## config.mk

```make
export PLATFORM = sky130hd
export DESIGN_NAME = etb_ram
export DESIGN_NICKNAME = d
export VERILOG_FILES = /design/src/design/etb_ram.sv
export SDC_FILE = /design/constraint.sdc
export NUM_CORES = 1
export LEC_CHECK = 0
export BUFFER_PORTS_ARGS = -buffer_cell sky130_fd_sc_hd__clkbuf_2
export CAP_MARGIN = 20
export CORE_UTILIZATION = 60
export DETAILED_ROUTE_END_ITERATION = 7
export PLACE_DENSITY = 0.86
export RECOVER_POWER = 100
export SYNTH_ARGS = -nofsm -noshare
export SYNTH_HDL_FRONTEND = slang
export SYNTH_SLANG_ARGS = --single-unit
```

## constraint.sdc

```tcl
create_clock -name clk -period 1.88 [get_ports clk]
set_clock_uncertainty 0.1 [all_clocks]
set_input_delay 0.094 -clock clk [delete_from_list [all_inputs] [get_ports clk]]
set_output_delay 0.094 -clock clk [all_outputs]
set_load 0.01 [all_outputs]
```

## src/design/etb_ram.sv

```systemverilog
// etb_ram: generic single write port, single read port ram
// read data registered, available in the cycle after the address; no package dependency
module etb_ram #(
  parameter int Width = 8,
  parameter int Depth = 16
) (
  input  logic                     clk,
  input  logic                     we,
  input  logic [$clog2(Depth)-1:0] waddr,
  input  logic [Width-1:0]         wdata,
  input  logic [$clog2(Depth)-1:0] raddr,
  output logic [Width-1:0]         rdata
);

  logic [Width-1:0] mem [Depth];

  always_ff @(posedge clk) begin
    if (we) begin
      mem[waddr] <= wdata;
    end
    rdata <= mem[raddr];
  end

endmodule

```

# ---- Yosys cells after proc, flatten, opt, wreduce, memory -nomap -nowiden
# Memory sizes are Yosys's and may differ from the RTL's. A register that Yosys moved wholly into a read port is not among the register bits.
# Cells that the tools add are included.
dict set report word_totals {
  elab_cells 3
  memories 1
  ram_bits 128
  reg_bits 0
  input_bits 18
  out_inout_bits 8
}
dict set report op_classes {
  n_mux 2
}
# name depth width rd rd_clocked_by_memory_dff wr line_no
set memory_table {}
lappend memory_table {mem 16 8 1 1 1 15} ;# logic [Width-1:0] mem [Depth];
# operator count
set ops {}
lappend ops {{$mux 1} 2}

# ---- Longest topological paths before layout
# Gate-level depths: netlist (run 1).
dict set report logic_depth {
  depth_word 2
  ltp_mapped 5
  depth_no_buf 3
}

# ---- Least setup slack after synthesis (run 1)
# No wires, ideal clock.
dict set report synth_timing {
  path_kind {input to register}
  start {input port waddr[2]}
  end {memory mem[0][0] (enable)}
  arrival_time_ns 1.204
  setup_ns 0.383
  path_slack_ns 0.193
  path_buffers 0
  t_required_ns 1.397
  cell_stages 2
  cell_sequence {or3b_2 > nor3_1}
}
# element line_no
set synth_rtl {}
lappend synth_rtl {{start: declaration} 9} ;# input logic [$clog2(Depth)-1:0] waddr,
lappend synth_rtl {{end: declaration} 15}
# No word-level cell before the write port.

==> flow_summary.yaml, run 1 <==
power:
  finalPower_mw: 7.12
  p_per_area_nw_per_um2: 1170
  combPwrFrac_pct: 4.6
  p_int_mw: 5.71
  p_leak_nw: 2.01
  p_clk_share_pct: 47.5
  pwr-share-seq_pct: 47.9
  switching_share_pct: 19.8
  p_switching_mw: 1.41
  ir_drop_mv: 0.815
clock_network:
  clk_pin_slew_ns: 0.06
  postCtsSetupBuffers: 0
  cts_sinks: 136
  clockBufferDepth: 2
  cts_root_buf: "clkbuf_8"
  cts_tree: "built"
  post_cts_resized: 0
  htreeDepth: 4
  numCtsBuffers: 17
  clkLatencyLatePin_ns: 0.52
floorplanning:
  die_area_sq_um: 8950
  pin_count: 26
  core_area_sq_um: 8260
  fp.dieH_microns: 94.6
  rows: 33
  fp.dieW_microns: 94.6
  initial_utilization_pct: 62.3
route:
  viasPerCell: 6.20
  drt_first_pass_iters: 4
  wl_per_cell_microns: 24.6
  remaining_drc_errors: 0
  ant_nets: 0
  wl_mm: 10.1
  drt_iter0_drc: 335
  via_count: 2534
yosys:
  ys.flop_type: "edfxtp_1"
  synth-adder-area-share_pct: 0
  synth-seq-cells: 136
  synthTopCellsByCount: "128 x edfxtp_1, 18 x mux4_2, 16 x a22oi_1"
  synth_top_area_share_pct: 74.7
  synth_top_cell_by_area: "edfxtp_1"
  synth_simple_gate_area_share_pct: 3.18
  synth-seq-area-share_pct: 77.8
  synth_top_family_by_area: "multiplexers"
  synth_edf_count: 128
  yosys_warnings: 0
  syn_avg_cell_area_sq_um: 22.5
  synth_area_leaders: "edfxtp_1 75%, mux4_2 7.9%, mux4_1 7.1%"
  syn-cell-area_sq_um: 5150
  netlist_instances: 229
  ys_types: 19
  async_reset_ff_share_pct: 0
  synthMuxAreaShare_pct: 15.0
  yosys.area_share.xor_xnor_pct: 0
  synth-compound-area-share_pct: 2.33
  synth_nets: 247
  synth.most_common_cell: "edfxtp_1"
worst_setup_path:
  worstPathArrival_ns: 1.84
  crit_required_ns: 2.17
  critPathMaxFanout: 1
  critical_path.cell_chain: "mux4_1 > a22oi_1 > nand2_1"
  crit_type: "flop to flop"
  slowest_stage: "mux4_1"
  end_kind: "flop"
  crit_path_start_kind: "flop"
  cp_slowest_stage_delay_ns: 0.54
global_routing:
  antenna_found_initial: 0
  grt_max_degree: 33
  grt_pass1_vias: 2632
  overflow: 0
  grt_util_all_layers_pct: 25.3
  grt_pass1_wl_mm: 15.0
timing:
  tightest_slew_ns: 0.732
  fmax_mhz: 647
  setup_slack_ns: 0.334
  timing.final.crit_period_ns: 1.55
  timing.final.crit_share_pct: 82.2
  tns_ns: 0
  rsz0062_at_grt: "false"
  timing.slew.headroom_pct: 51.2
  setup_violations: 0
  finalHoldViolations: 0
  final_max_slew_viol_count: 0
finish:
  antennaDiodeCount: 0
  nets: 309
  drive_gt1_share_pct: 19.1
  area_growth_pct: 18.7
  final_area_sq_um: 6110
placed_design:
  placed_area_sq_um: 5510
  routabilityCongestion: 0.779
  io_buffers: 25
  dp_slack_ns: 0.159
  hpwl_mm: 6.17
run_status:
  outcome: "finished clean"
min_path:
  min_path_type: "input pin to flop"
run:
  drv_cap: 0
## cell type report
class	instances	area, sq um
clock inverters	13	178
multi-input cells	83	1060
fillers	480	2150
repair buffers	53	309
clock buffers	19	432
well taps	105	131
flip-flops and latches	136	4000
## sequential cells by signal (all words and copies together), names as in the netlist
register,count
mem,128
rdata,8
## power groups by stage
stage | clock network (mW) | logic, mW | registers, mW
floorplan | 0 | 0.172 | 3.48
global placement | 0 | 0.307 | 3.47
detailed placement | 0 | 0.325 | 3.47
CTS | 3.40 | 0.344 | 3.41
global route | 3.52 | 0.352 | 3.42
finish | 3.38 | 0.328 | 3.41
## per-stage QoR
step	utilization, %	cells	hold WS (ns)
2_1_floorplan	-	229	0.0929
3_3_place_gp	66.7	369	0.382
3_5_place_dp	66.7	369	0.384
4_1_cts	75.0	409	0.0172
5_1_grt	74.0	409	0.0391
6_report	74.0	409	0.0479
## logic make-up after synthesis
family,after synthesis
and+or+nand+nor,35
buffers and inverters,10
DFF,136
AOI/OAI and AO/OA,16
muxes,32
## metal layers
layer  global-route usage, %  vias to the layer above  routed length [microns]  share of wire [%]
li1                        -                     1095                        -                  -
met1                    32.7                     1307                     3990                 40
met2                    40.2                      116                     5240                 52
met3                    7.00                       16                      613                6.1
met4                    12.1                        0                      238                2.4
met5                       0                        -                        0                  0
## critical path, delay by kind of cell (launching register included)
family | cells | cell delay [ns]
simple gates | 1 | 0.13
compound gates | 1 | 0.28
flops | 1 | 0.37
mux | 1 | 0.54
## worst paths after layout
kind | startpoint | endpoint | slack, ns | depth (start not counted)
hold / removal | waddr[2] | mem[7][1] | 0.05 | 3
hold reg to reg | mem[14][4] | rdata[4] | 0.57 | 3
setup reg to reg | mem[1][0] | rdata[0] | 0.33 | 3
setup / recovery | mem[1][0] | rdata[0] | 0.33 | 3
## cells in the final DEF, fill, tap and decap left out
cell type and n:
mux4_1 14, or3b_2 1, dlygate4sd3_1 8, edfxtp_1 128, bufinv_16 4, nand2_1 9, nor3_1 4, clkbuf_8 2
clkbuf_16 16, clkinv_4 2, nand3b_1 2, clkbuf_2 6, a22oi_1 16, clkinv_1 2, and2b_1 1, clkinv_2 2
nand2b_1 2, clkbuf_1 36, mux4_2 18, and2_1 1, buf_4 1, nor2_1 13, dfxtp_1 8, buf_12 3
clkinvlp_4 3, nor2b_1 1, nand3_1 1
## what timing repair did
| item | in CTS | in global routing |
|---|---|---|
| setup endpoints to repair | 0 | 0 |
| endpoints found under the hold margin | 128 | 0 |
| hold buffers | 8 | 0 |
Note: power is estimated with default switching activity, not from simulation.
==> inputs of run 2 (changes only) <==
Clock period 1.88 ns to 1.5 ns, I/O delays scaled along.
==> flow_summary.yaml, run 2 (synthesis gave the netlist of run 1 again) <==
finish:
  reg_top3: "mem x128, rdata x8"
  nets: 314
  largest_register_ff_count: 128
  multiInputGateArea_sq_um: 1070
  drive_gt1_share_pct: 20.5
  regArea_sq_um: 4000
  regMostFlops: "mem"
  fillers: 473
  layout_common_cells: "128 x edfxtp_1, 35 x clkbuf_1, 18 x mux4_2"
  area_growth_pct: 19.2
  antennaDiodeCount: 0
  final_common_cell: "edfxtp_1"
timing:
  setup_violations: 0
  timing.slew.headroom_pct: 44.6
  tightest_slew_ns: 0.831
  tns_ns: 0
  final_max_slew_viol_count: 0
  finalHoldViolations: 0
  fmax_mhz: 672
  rsz0062_at_grt: "false"
  timing.final.crit_share_pct: 99.3
  timing.final.crit_period_ns: 1.49
  holdWs_ns: 0.0303
clock_network:
  htreeDepth: 4
  cts_tree: "built"
  clk_pin_slew_ns: 0.06
  clockBufferDepth: 2
  cts_root_buf: "clkbuf_8"
  clkLatencyLatePin_ns: 0.52
  cts_sinks: 136
  numCtsBuffers: 17
worst_setup_path:
  r2r_slack_ns: 0.01
  crit_required_ns: 1.81
  critPathMaxFanout: 1
  crit_type: "flop to flop"
  timing.rr.start: "mem[11][2]"
  worstPathArrival_ns: 1.80
  r2r_end: "rdata[2]"
  worstRegToRegCells: 3
  end_kind: "flop"
  crit_path_start_kind: "flop"
global_routing:
  grt_max_degree: 21
  antenna_found_initial: 0
  grt_util_all_layers_pct: 24.6
  grt_pass1_wl_mm: 14.6
  overflow: 0
  grt_pass1_vias: 2561
route:
  drt_iter0_drc: 175
  viasPerCell: 6.05
  remaining_drc_errors: 0
  wl_mm: 9.98
  drt_first_pass_iters: 5
  via_count: 2500
  wl_per_cell_microns: 24.2
  ant_nets: 0
min_path:
  hp-start: "raddr[2]"
  worstHoldEndpoint: "rdata[3]"
  whs_path_depth: 5
  min_path_type: "input pin to flop"
power:
  p_int_mw: 6.94
  combPwrFrac_pct: 4.8
  pwr-share-seq_pct: 49.2
  p_switching_mw: 1.76
  p_leak_nw: 2.03
  ir_drop_mv: 1.08
  p_clk_share_pct: 46.0
  switching_share_pct: 20.2
  p_per_area_nw_per_um2: 1420
floorplanning:
  die_area_sq_um: 8950
  fp.dieW_microns: 94.6
  initial_utilization_pct: 62.3
  rows: 33
  pin_count: 26
  core_area_sq_um: 8260
  fp.dieH_microns: 94.6
run_status:
  outcome: "finished clean"
run:
  drv_cap: 0
placed_design:
  hpwl_mm: 6.13
  routabilityCongestion: 0.755
  io_buffers: 25
-- run 2: layout make-up --
type / instances / area share, %
Sequential cell: 136 / 65.3
Multi-Input combinational cell: 83 / 17.5
Clock buffer: 17 / 6.75
Clock inverter: 14 / 2.57
Tap cell: 105 / 2.14
Timing Repair Buffer: 58 / 5.77
-- run 2: critical path, cell delays in order (launching register included) --
cell and delay [ns]:
edfxtp_1 0.42, mux4_1 0.56, a22oi_2 0.22, nand2_1 0.08
-- run 2: power by group through the flow --
stage / registers, mW / logic, mW / clock network (mW)
final: 4.28 / 0.419 / 4.00
after global routing: 4.29 / 0.450 / 4.17
after CTS: 4.28 / 0.435 / 4.04
after detailed placement: 4.36 / 0.406 / 0
after global placement: 4.35 / 0.392 / 0
after floorplan: 4.36 / 0.216 / 0
-- run 2: stage by stage --
| stage | cells | total power [mW] | setup WS, ns | instance area (sq um) | utilization, % |
|---|---|---|---|---|---|
| detailed placement | 373 | 4.76 | -0.0699 | 5540 | 67.1 |
| CTS | 414 | 8.75 | 0.0149 | 6210 | 75.2 |
| global route | 413 | 8.91 | 0.00517 | 6130 | 74.3 |
| global placement | 373 | 4.74 | -0.0471 | 5540 | 67.1 |
| finish | 413 | 8.70 | 0.0111 | 6130 | 74.3 |
| floorplan | 229 | 4.57 | 0.0589 | 5150 | - |
-- run 2: metal layers --
metal	GRT usage, %	vias to the layer above	share of wire, %
met5	0	-	0
met4	12.4	0	2.6
li1	-	1106	-
met2	37.1	124	50
met3	6.92	20	7.3
met1	33.5	1250	41
-- run 2: worst max-delay path by stage --
stage | startpoint | end | slack (ns) | depth (start not counted)
floorplan | waddr[2] | mem[3][0] | 0.06 | 2
global placement | raddr[0] | rdata[1] | -0.05 | 5
detailed placement | raddr[0] | rdata[2] | -0.07 | 5
CTS | mem[9][2] | rdata[2] | 0.01 | 3
global route | mem[10][5] | rdata[5] | 0.005 | 3
finish | mem[11][2] | rdata[2] | 0.01 | 3
-- run 2: what timing repair did --
action | CTS | global route
hold endpoints to repair | 129 | 0
hold buffers | 10 | 0
gates resized for setup | 0 | 3
endpoints found under the setup margin | 0 | 4
buffers inserted | 0 | 0
==> inputs of run 3 (changes only) <==
Settings changed: CORE_UTILIZATION 60 to 44, PLACE_DENSITY 0.86 to 0.68.
==> flow_summary.yaml, run 3 (synthesis gave the netlist of run 1 again) <==
floorplanning:
  core_area_sq_um: 11400
  fp.dieH_microns: 110
  pin_count: 26
  initial_utilization_pct: 45.1
  die_area_sq_um: 12100
  fp.dieW_microns: 110
  rows: 39
global_routing:
  grt_pass1_vias: 2531
  grt-busiest-layer: "met2"
  grt_max_degree: 20
  grt_pass1_wl_mm: 14.5
  met3_usage_pct: 4.94
  met2_usage_pct: 28.7
  antenna_found_initial: 0
  grt_util_all_layers_pct: 17.8
  overflow: 0
  grt_util_met1_pct: 22.7
power:
  switching_share_pct: 18.9
  pwr-share-seq_pct: 46.7
  ir_drop_mv: 0.959
  p_clk_share_pct: 48.9
  combPwrFrac_pct: 4.5
  p_per_area_nw_per_um2: 1470
  p_switching_mw: 1.73
  finalPower_mw: 9.17
  p_int_mw: 7.43
  p_leak_nw: 2.04
timing:
  holdWs_ns: 0.117
  finalHoldViolations: 0
  fmax_mhz: 689
  setup_slack_ns: 0.0489
  timing.final.crit_period_ns: 1.45
  timing.final.crit_share_pct: 96.7
  timing.slew.headroom_pct: 51.5
  setup_violations: 0
  final_max_slew_viol_count: 0
  rsz0062_at_grt: "false"
  tightest_slew_ns: 0.726
worst_setup_path:
  startpoint: "mem[1][1]"
  timing.rr.start: "mem[1][1]"
  end_kind: "flop"
  worstPathArrival_ns: 1.65
  crit_type: "flop to flop"
  critPathMaxFanout: 1
  r2r_slack_ns: 0.05
  crit_path_start_kind: "flop"
  crit_required_ns: 1.70
route:
  wl_per_cell_microns: 21.2
  wl_mm: 9.55
  drt_first_pass_iters: 4
  ant_nets: 0
  via_count: 2460
  drt_iter0_drc: 137
  viasPerCell: 5.47
  remaining_drc_errors: 0
clock_network:
  htreeDepth: 4
  clockBufferDepth: 2
  postCtsSetupBuffers: 0
  clkLatencyLatePin_ns: 0.41
  cts_root_buf: "clkbuf_16"
  clk_pin_slew_ns: 0.06
  cts_sinks: 136
  numCtsBuffers: 17
  cts_tree: "built"
finish:
  final_common_cell: "edfxtp_1"
  layout_common_cells: "128 x edfxtp_1, 39 x clkbuf_1, 19 x mux4_2"
  nets: 312
  antennaDiodeCount: 0
  final_area_sq_um: 6220
  area_growth_pct: 20.9
  fin_util_pct: 54.5
  regMostFlops: "mem"
  reg_top3: "mem x128, rdata x8"
  drive_gt1_share_pct: 23.1
  largest_register_ff_count: 128
placed_design:
  io_buffers: 25
  hpwl_mm: 6.21
  placed_area_sq_um: 5620
  routabilityCongestion: 0.715
  dp_slack_ns: -0.165
min_path:
  hp-start: "wdata[7]"
  min_path_type: "input pin to flop"
run_status:
  outcome: "finished clean"
run:
  drv_cap: 0
[run 3: timing repair]
action,in CTS,in global routing
endpoints found under the setup margin,2,4
hold buffers,3,0
gates resized for setup,2,4
pin swaps,1,1
endpoints found under the hold margin,35,0
[run 3: power groups by stage]
stage | Combinational, mW | Clock [mW] | Sequential (mW)
detailed placement | 0.418 | 0 | 4.35
floorplan | 0.216 | 0 | 4.36
global placement | 0.408 | 0 | 4.35
finish | 0.410 | 4.48 | 4.28
global route | 0.446 | 4.70 | 4.28
CTS | 0.430 | 4.53 | 4.28
[run 3: worst max-delay path: stages, from the launching register on]
cell      delay (ns)
edfxtp_1        0.36
mux4_1          0.54
a22oi_2         0.26
nand2_1         0.08
[run 3: through the flow]
step / instances / setup TNS [ns]
detailed placement: 415 / -0.831
global placement: 415 / -0.642
global route: 450 / 0
floorplan: 229 / 0
finish: 450 / 0
CTS: 450 / 0
[run 3: final timing paths]
| path | endpoint | depth (start not counted) |
|---|---|---|
| worst max-delay path | rdata[1] | 3 |
| worst max register to register | rdata[1] | 3 |
| worst min register to register | rdata[1] | 3 |
| worst min-delay path | mem[4][7] | 1 |
[run 3: final cells by class]
class                           count  area, sq um
Clock buffer                       22          494
Clock inverter                     10          165
Fill cell                         880         5190
Multi-Input combinational cell     83         1080
Sequential cell                   136         4000
Tap cell                          143          179
Timing Repair Buffer               56          304
[run 3: layer usage]
layer	share of wire [%]	vias to the layer above
li1	-	1105
met1	42	1283
met2	52	61
met3	4.8	11
met4	1.4	0
met5	0	-
